File: src/rtl/lsfa_pkg.sv
`default_nettype none

package lsfa_pkg;

    localparam int LED_COUNT_DEF = 45;
    localparam int ELAPSED_W     = 16;
    localparam int COLOR_W       = 8;
    localparam int SLOT_W        = 6;
    localparam int CFG_IDX_W     = 2;
    localparam int CFG_DATA_W    = 4;

    localparam logic [ELAPSED_W-1:0] ACC_KEEP_MAX = 16'd20;

    typedef logic [7:0] fade_t;
    typedef logic [COLOR_W-1:0] color_t;

    typedef enum logic [CFG_IDX_W-1:0] {
        CFG_ENABLE = 2'd0,
        CFG_SPEED  = 2'd1,
        CFG_BRIGHT = 2'd2
    } cfg_reg_t;

    typedef enum logic {
        ST_IDLE,
        ST_RUN
    } state_t;

    typedef struct packed {
        logic  shift;
        fade_t tail;
    } chain_ctl_t;

    function automatic fade_t decay(input fade_t v);
        fade_t r;
        if (v[7]) begin
            r = v - 8'd8;
        end else if (v[6]) begin
            r = v - 8'd6;
        end else if (v[5]) begin
            r = v - 8'd4;
        end else if (v[4]) begin
            r = v - 8'd3;
        end else if (v[3]) begin
            r = v - 8'd2;
        end else if (v != 8'd0) begin
            r = v - 8'd1;
        end else begin
            r = 8'd0;
        end
        return r;
    endfunction

    function automatic color_t scale8(input color_t c, input logic [7:0] l);
        logic [15:0] t;
        t = 16'(l) * 16'(c) + 16'(c);
        return t[15:8];
    endfunction

    function automatic logic [ELAPSED_W-1:0] pace_threshold(input logic [3:0] spd);
        logic [ELAPSED_W-1:0] r;
        case (spd)
            4'd0:    r = 16'd6;
            4'd1:    r = 16'd14;
            4'd3:    r = 16'd25;
            4'd4:    r = 16'd40;
            default: r = 16'd20;
        endcase
        return r;
    endfunction

    function automatic logic [7:0] bright_value(input logic [2:0] bl);
        logic [7:0] r;
        case (bl)
            3'd0:    r = 8'd0;
            3'd1:    r = 8'd16;
            3'd2:    r = 8'd32;
            3'd3:    r = 8'd64;
            3'd4:    r = 8'd128;
            default: r = 8'd255;
        endcase
        return r;
    endfunction

endpackage

`default_nettype wire

File: src/rtl/led_sweep_fade_animator.sv
`default_nettype none

// Power-on sweep and fade for a strip of LED_COUNT LEDs. Each tick word on the
// s_ side carries elapsed milliseconds and a base colour; while the sweep runs and
// is enabled, a tick that crosses the pacing threshold emits one frame of LED_COUNT
// words on the m_ side (slot, scaled colour, tlast on the final LED, tuser set on
// the last word of the frame that ends the sweep). Fade levels live in a ring of
// LED_COUNT cells that rotates by one cell per emitted LED, so a paced tick holds
// s_tready low until its whole frame has been emitted, and a stall on the m_ side
// holds emits back; each word passes two output stages (one per colour multiply).
// A tick that does not pace emits no frame. Reset clears the fade cells at once.
// Configuration writes are taken in every cycle.

module led_sweep_fade_animator #(
    parameter int LED_COUNT = lsfa_pkg::LED_COUNT_DEF
) (
    input  wire logic                              aclk,
    input  wire logic                              aresetn,
    input  wire logic                              s_tvalid,
    output logic                                   s_tready,
    // elapsed_ms[15:0], base_red[23:16], base_green[31:24], base_blue[39:32]
    input  wire logic [39:0]                       s_tdata,
    output logic                                   m_tvalid,
    input  wire logic                              m_tready,
    // led_slot[5:0], red_out[13:6], green_out[21:14], blue_out[29:22], zero pad
    output logic [31:0]                            m_tdata,
    // frame_last
    output logic                                   m_tlast,
    // sweep_finished
    output logic                                   m_tuser,
    input  wire logic                              cfg_valid,
    output logic                                   cfg_ready,
    input  wire logic [lsfa_pkg::CFG_IDX_W-1:0]    cfg_index,
    input  wire logic [lsfa_pkg::CFG_DATA_W-1:0]   cfg_data
);
    import lsfa_pkg::*;

    localparam int IDX_W = $clog2(LED_COUNT);
    localparam int POS_W = $clog2(LED_COUNT + 1);
    localparam logic [IDX_W-1:0] LAST_IDX = IDX_W'(LED_COUNT - 1);
    localparam logic [POS_W-1:0] POS_END  = POS_W'(LED_COUNT);

    logic                 enable_reg;
    logic [3:0]           speed_reg;
    logic [2:0]           bright_reg;

    state_t               state_reg,   state_next;
    logic [ELAPSED_W-1:0] acc_reg,     acc_next;
    logic [POS_W-1:0]     pos_reg,     pos_next;
    logic                 running_reg, running_next;
    logic [IDX_W-1:0]     idx_reg,     idx_next;
    logic                 set_en_reg,  set_en_next;
    logic [POS_W-1:0]     set_pos_reg, set_pos_next;
    logic                 s1_v_reg;
    logic                 m_v_reg;

    color_t               base_r_reg, base_g_reg, base_b_reg;
    logic [SLOT_W-1:0]    s1_slot_reg, m_slot_reg;
    color_t               s1_r_reg, s1_g_reg, s1_b_reg;
    color_t               m_r_reg, m_g_reg, m_b_reg;
    logic                 s1_last_reg, s1_fin_reg, m_last_reg, m_fin_reg;

    logic                 s_acc;
    logic [ELAPSED_W-1:0] acc_sum, thr, acc_diff;
    logic                 pace;
    logic                 adv_out, adv_s1, emit, is_last, fin;
    fade_t                head, fade_cur, fade_dec;
    logic [7:0]           bval;
    chain_ctl_t           chain_ctl;

    assign s_tready  = (state_reg == ST_IDLE);
    assign s_acc     = s_tvalid && s_tready;
    assign cfg_ready = 1'b1;

    assign acc_sum  = acc_reg + s_tdata[15:0];
    assign thr      = pace_threshold(speed_reg);
    assign acc_diff = acc_sum - thr;
    assign pace     = running_reg && enable_reg && (acc_sum > thr);

    assign adv_out  = !m_v_reg || m_tready;
    assign adv_s1   = !s1_v_reg || adv_out;
    assign emit     = (state_reg == ST_RUN) && adv_s1;
    assign is_last  = (idx_reg == LAST_IDX);
    assign fade_cur = (set_en_reg && (POS_W'(idx_reg) == set_pos_reg)) ? 8'hFF : head;
    assign fade_dec = decay(fade_cur);
    assign fin      = is_last && (fade_dec == 8'd1);
    assign bval     = bright_value(bright_reg);

    assign chain_ctl.shift = emit;
    assign chain_ctl.tail  = fade_dec;

    lsfa_chain #(
        .LED_COUNT (LED_COUNT)
    ) u_chain (
        .aclk    (aclk),
        .aresetn (aresetn),
        .ctl     (chain_ctl),
        .head    (head)
    );

    always_comb begin
        state_next   = state_reg;
        acc_next     = acc_reg;
        pos_next     = pos_reg;
        running_next = running_reg;
        idx_next     = idx_reg;
        set_en_next  = set_en_reg;
        set_pos_next = set_pos_reg;
        unique case (state_reg)
            ST_IDLE: begin
                if (s_acc) begin
                    running_next = running_reg && enable_reg;
                    if (pace) begin
                        acc_next     = (acc_diff > ACC_KEEP_MAX) ? '0 : acc_diff;
                        state_next   = ST_RUN;
                        idx_next     = '0;
                        set_en_next  = (pos_reg < POS_END);
                        set_pos_next = pos_reg;
                        if (pos_reg < POS_END) begin
                            pos_next = pos_reg + POS_W'(1);
                        end
                    end else begin
                        acc_next = acc_sum;
                    end
                end
            end
            ST_RUN: begin
                if (emit) begin
                    idx_next = idx_reg + IDX_W'(1);
                    if (is_last) begin
                        state_next = ST_IDLE;
                        if (fin) begin
                            running_next = 1'b0;
                        end
                    end
                end
            end
            default: state_next = ST_IDLE;
        endcase
    end

    always_ff @(posedge aclk) begin
        if (!aresetn) begin
            state_reg   <= ST_IDLE;
            acc_reg     <= '0;
            pos_reg     <= '0;
            running_reg <= 1'b1;
            idx_reg     <= '0;
            set_en_reg  <= 1'b0;
            set_pos_reg <= '0;
            s1_v_reg    <= 1'b0;
            m_v_reg     <= 1'b0;
        end else begin
            state_reg   <= state_next;
            acc_reg     <= acc_next;
            pos_reg     <= pos_next;
            running_reg <= running_next;
            idx_reg     <= idx_next;
            set_en_reg  <= set_en_next;
            set_pos_reg <= set_pos_next;
            if (adv_s1) begin
                s1_v_reg <= emit;
            end
            if (adv_out) begin
                m_v_reg <= s1_v_reg;
            end
        end
    end

    always_ff @(posedge aclk) begin
        if (!aresetn) begin
            enable_reg <= 1'b1;
            speed_reg  <= 4'd2;
            bright_reg <= 3'd5;
        end else if (cfg_valid) begin
            unique case (cfg_index)
                CFG_ENABLE: enable_reg <= cfg_data[0];
                CFG_SPEED:  speed_reg  <= cfg_data[3:0];
                CFG_BRIGHT: bright_reg <= cfg_data[2:0];
                default: ;
            endcase
        end
    end

    always_ff @(posedge aclk) begin
        if (s_acc) begin
            base_r_reg <= s_tdata[23:16];
            base_g_reg <= s_tdata[31:24];
            base_b_reg <= s_tdata[39:32];
        end
        if (emit) begin
            s1_slot_reg <= SLOT_W'(idx_reg);
            s1_r_reg    <= scale8(base_r_reg, fade_cur);
            s1_g_reg    <= scale8(base_g_reg, fade_cur);
            s1_b_reg    <= scale8(base_b_reg, fade_cur);
            s1_last_reg <= is_last;
            s1_fin_reg  <= fin;
        end
        if (s1_v_reg && adv_out) begin
            m_slot_reg <= s1_slot_reg;
            m_r_reg    <= scale8(s1_r_reg, bval);
            m_g_reg    <= scale8(s1_g_reg, bval);
            m_b_reg    <= scale8(s1_b_reg, bval);
            m_last_reg <= s1_last_reg;
            m_fin_reg  <= s1_fin_reg;
        end
    end

    assign m_tvalid = m_v_reg;
    assign m_tdata  = {2'b00, m_b_reg, m_g_reg, m_r_reg, m_slot_reg};
    assign m_tlast  = m_last_reg;
    assign m_tuser  = m_fin_reg;

endmodule

`default_nettype wire

File: src/rtl/lsfa_cell.sv
`default_nettype none

module lsfa_cell (
    input  wire logic          aclk,
    input  wire logic          aresetn,
    input  wire logic          shift,
    input  wire lsfa_pkg::fade_t d_in,
    output lsfa_pkg::fade_t    q
);
    import lsfa_pkg::*;

    fade_t level_reg;

    always_ff @(posedge aclk) begin
        if (!aresetn) begin
            level_reg <= '0;
        end else if (shift) begin
            level_reg <= d_in;
        end
    end

    assign q = level_reg;

endmodule

`default_nettype wire

File: src/rtl/lsfa_chain.sv
`default_nettype none

module lsfa_chain #(
    parameter int LED_COUNT = lsfa_pkg::LED_COUNT_DEF
) (
    input  wire logic                 aclk,
    input  wire logic                 aresetn,
    input  wire lsfa_pkg::chain_ctl_t ctl,
    output lsfa_pkg::fade_t           head
);
    import lsfa_pkg::*;

    fade_t lvl [LED_COUNT];

    for (genvar i = 0; i < LED_COUNT; i++) begin : g_cell
        fade_t d_in;
        if (i == LED_COUNT - 1) begin : g_tail
            assign d_in = ctl.tail;
        end else begin : g_mid
            assign d_in = lvl[i+1];
        end
        lsfa_cell u_cell (
            .aclk    (aclk),
            .aresetn (aresetn),
            .shift   (ctl.shift),
            .d_in    (d_in),
            .q       (lvl[i])
        );
    end

    assign head = lvl[0];

endmodule

`default_nettype wire

File: config.mk
export PLATFORM = sky130hd
export DESIGN_NAME = led_sweep_fade_animator
export DESIGN_NICKNAME = d
export VERILOG_FILES = /design/src/rtl/lsfa_pkg.sv /design/src/rtl/led_sweep_fade_animator.sv /design/src/rtl/lsfa_cell.sv /design/src/rtl/lsfa_chain.sv
export SDC_FILE = /design/constraint.sdc
export NUM_CORES = 2
export LEC_CHECK = 0
export ABC_CLOCK_PERIOD_IN_PS = 7100
export BUFFER_PORTS_ARGS = -buffer_cell sky130_fd_sc_hd__buf_2
export CORE_MARGIN = 10
export CORE_UTILIZATION = 55
export DETAILED_ROUTE_END_ITERATION = 8
export HOLD_SLACK_MARGIN = 0.05
export PLACE_DENSITY = 0.84
export SKIP_LAST_GASP = 1
export SLEW_MARGIN = 20
export SYNTH_ARGS = -nofsm -noshare
export SYNTH_HDL_FRONTEND = slang
export SYNTH_SLANG_ARGS = --single-unit
File: constraint.sdc
create_clock -name aclk -period 7.1 [get_ports aclk]
set_clock_uncertainty 0.1 [all_clocks]
set_input_delay 0.355 -clock aclk [delete_from_list [all_inputs] [get_ports aclk]]
set_output_delay 0.355 -clock aclk [all_outputs]
set_load 0.005 [all_outputs]
==> run metrics <==
result of the run finished clean; part of the cycle the worst path needs 88.0%; post-DR vias/cell 5.30; count of max-cap constraint violations 0; capturing point of the worst reg2reg path s1_b_reg[6]; Critical Path Start Type register; aggregate routed wire length 63800 um; required time of the critical path 7.37 ns; setup repair after global routing missed its margin no; count of clock tree sinks 495; total instance count after detailed placement 4242; startpoint of the worst-slack reg-to-reg timing path idx_reg[3]; CP Class reg -> reg; power density relative to cell area 430 mW/mm2; antenna violations before repair 9; overflow left after global routing 0; total CTS buffers 52; Mapped Cells 3564; number of warnings printed during yosys synthesis 0; maximum clock path buffer count 3; clock slew at reported path FFs 0.06 ns; Synth area leaders dfxtp_1, fa_1, nand2_1; total number of vias 23200; Tmin final 6.25 ns; I/O Pins 88; flip-flop and latch count after synthesis 495; detailed router's first-iteration violation count 1584; count of cells along the worst register-to-register path 22; Yosys cell types 82; Final Setup Violations 0; post-synthesis cell area 0.0306 mm2; post-route antenna net violation count 0; sequential element share of the synthesized area 35.2%; actual slew at the worst max-slew pin 1.09 ns; Overall Power 14.5 mW; number of nets in the layout 4109; standby leakage power 14.5 nW; post-synth top area share 26.6%; number of enable-type register cells in the synthesized netlist 88; final setup TNS 0 ns; max-slew violations 0; Area Overhead vs Synth 10.2%; Die Outline Area 0.0655 mm2; endpoints failing hold 0; Core Rows 86; Max Clock Freq 160 MHz; Worst Hold Depth 2; worst min-delay path class in -> reg; number of detailed-routing iterations run before antenna repair 6; Port Buffer Count 84; overall routing resource usage 19.3%; GP Congestion 0.898; Avg WL per Cell 14.6 um; highest net fanout along the worst path 10; most instantiated flip-flop cell in the synthesis netlist dfxtp_1; Mean Syn Cell Area 8.59 um2; die boundary height 256 um; biggest area consumer among synthesized cells dfxtp_1; core area 0.0551 mm2; pin count of the biggest net entering global routing 259; setup slack, reg-to-reg 0.85 ns; clock tree root buffer cell clkbuf_16; VDD IR max 448 uV; Finished Layout Cells 4374; share of flip-flops with an asynchronous set or reset 0%; TritonCTS clock tree done; post-detail-place hpwl 43600 um; effective utilization at floorplan 55.6%; ratio of cells with drive above 1 in the final layout 6.38%; startpoint of the worst hold path aresetn; via count of the first global-routing pass 22900; number of design rule violations left after detail routing 0; first-pass GRT wire length 108000 um; Worst slew margin 27.5%; arrival time at the worst endpoint 6.52 ns; Skew-Pair Late Insertion Delay 0.61 ns; number of flip-flops under the largest register name 360; number of H-tree branching levels 2; width of the chip 256 um; Worst Hold Path EP bright_reg[0]; sort of element at the end of the critical path register
==> report_power, final <==
part / internal [mW] / switching (mW) / total, mW
Combinational: 3.62 / 4.51 / 8.13
Clock: 1.74 / 1.17 / 2.91
Sequential: 3.37 / 0.112 / 3.48
==> area by class of cell <==
type,count,area [um2]
Inverter,374,1420
Antenna cell,4,10.0
Sequential cell,495,10800
Clock buffer,78,1620
Tap cell,748,936
Multi-Input combinational cell,2516,17700
Timing Repair Buffer,141,958
Fill cell,4514,21300
Clock inverter,18,270
==> what timing repair did <==
| action | 4_1_cts | 5_1_grt |
|---|---|---|
| gates resized for setup | 0 | 0 |
| buffers inserted | 0 | 0 |
| endpoints found under the hold margin | 33 | 0 |
| hold buffers | 31 | 0 |
==> metrics by stage <==
stage                     hold WS [ns]  instance area (um2)  utilization, %  setup slack (ns)
after floorplan                  0.300                30600               -              1.35
after global placement           0.304                31500            57.2             0.995
after detailed placement         0.318                31500            57.2             0.938
after CTS                       0.0874                33700            61.2             0.903
after global routing             0.128                33700            61.3             0.477
final                            0.125                33800            61.3             0.851
==> worst max-delay path, cell delays in order (launching register included) <==
cell      delay, ns
dfxtp_1        0.45
xnor2_1        0.21
nand4_1        0.23
o21ai_1        0.79
buf_4          0.29
nand2_1        0.07
fa_1           0.49
inv_1          0.05
fa_1           0.47
ha_1           0.31
inv_1          0.06
fa_1           0.55
inv_1          0.06
ha_1           0.28
nand2_1        0.07
nor3_1         0.05
a31o_2         0.25
a21oi_1        0.29
o221ai_1       0.27
a41oi_1        0.31
nand2b_1       0.12
a21oi_1        0.19
xnor2_1        0.08
==> synthesized netlist by cell type, types with 5 or more instances <==
cell type / n
nand2_1: 930
a21oi_1: 421
dfxtp_1: 407
inv_1: 369
fa_1: 246
ha_1: 232
nor2_1: 177
clkbuf_1: 161
and2_1: 88
edfxtp_1: 88
xnor2_1: 46
o21ai_0: 44
nor3_1: 32
a21o_1: 28
nand3_1: 23
xor2_1: 23
mux2i_1: 19
nand2b_1: 15
nor2b_1: 15
o21a_1: 14
a31oi_1: 12
nand4_1: 12
a211oi_1: 11
buf_1: 11
or3_1: 11
o21bai_1: 7
o21ai_1: 6
o31ai_1: 6
or2_2: 6
a31o_2: 5
a41o_1: 5
and3_1: 5
==> worst max-delay path by stage <==
| stage | startpoint | to | depth (start not counted) |
|---|---|---|---|
| global placement | idx_reg[3] | s1_r_reg[7] | 21 |
| detailed placement | idx_reg[0] | s1_r_reg[7] | 21 |
| finish | idx_reg[3] | s1_b_reg[6] | 22 |
| global route | idx_reg[0] | s1_r_reg[7] | 21 |
| floorplan | idx_reg[2] | s1_r_reg[7] | 22 |
| CTS | idx_reg[0] | s1_r_reg[7] | 21 |
==> layer usage <==
layer / GRT usage [%] / vias to the layer above / wire [um]
met4: 6.23 / 10 / 1780
met3: 4.45 / 134 / 3870
met2: 32.4 / 533 / 30500
met5: 0 / - / 65
met1: 24.2 / 11000 / 27500
li1: - / 11500 / -
==> cells by family after synthesis <==
logic type	synth area share [%]
buffers and inverters	6.91
other	0.0245
AOI/OAI and AO/OA	11.3
muxes	0.694
and+or+nand+nor	18.3
adders and majority gates	25.6
DFF	35.2
xor gates and xnor gates	2.03
==> cells in the final DEF (no fill, tap or decap), types with 12 or more instances in the layout <==
master           n
dfxtp_1        407
buf_4           24
inv_1          368
xnor2_1         46
nand4_1         12
nor3_1          32
nand2b_1        15
o21a_1          14
nand2_1        929
mux2i_1         19
xor2_1          23
ha_1           232
edfxtp_1        88
clkbuf_8        14
and2_1          88
nor2_1         176
clkbuf_16       56
nor2b_1         14
a31oi_1         12
dlygate4sd3_1   31
buf_2           84
o21ai_0         43
nand3_1         23
a21oi_1        421
fa_1           246
a21o_1          28
(Power assumes the default switching activity.)
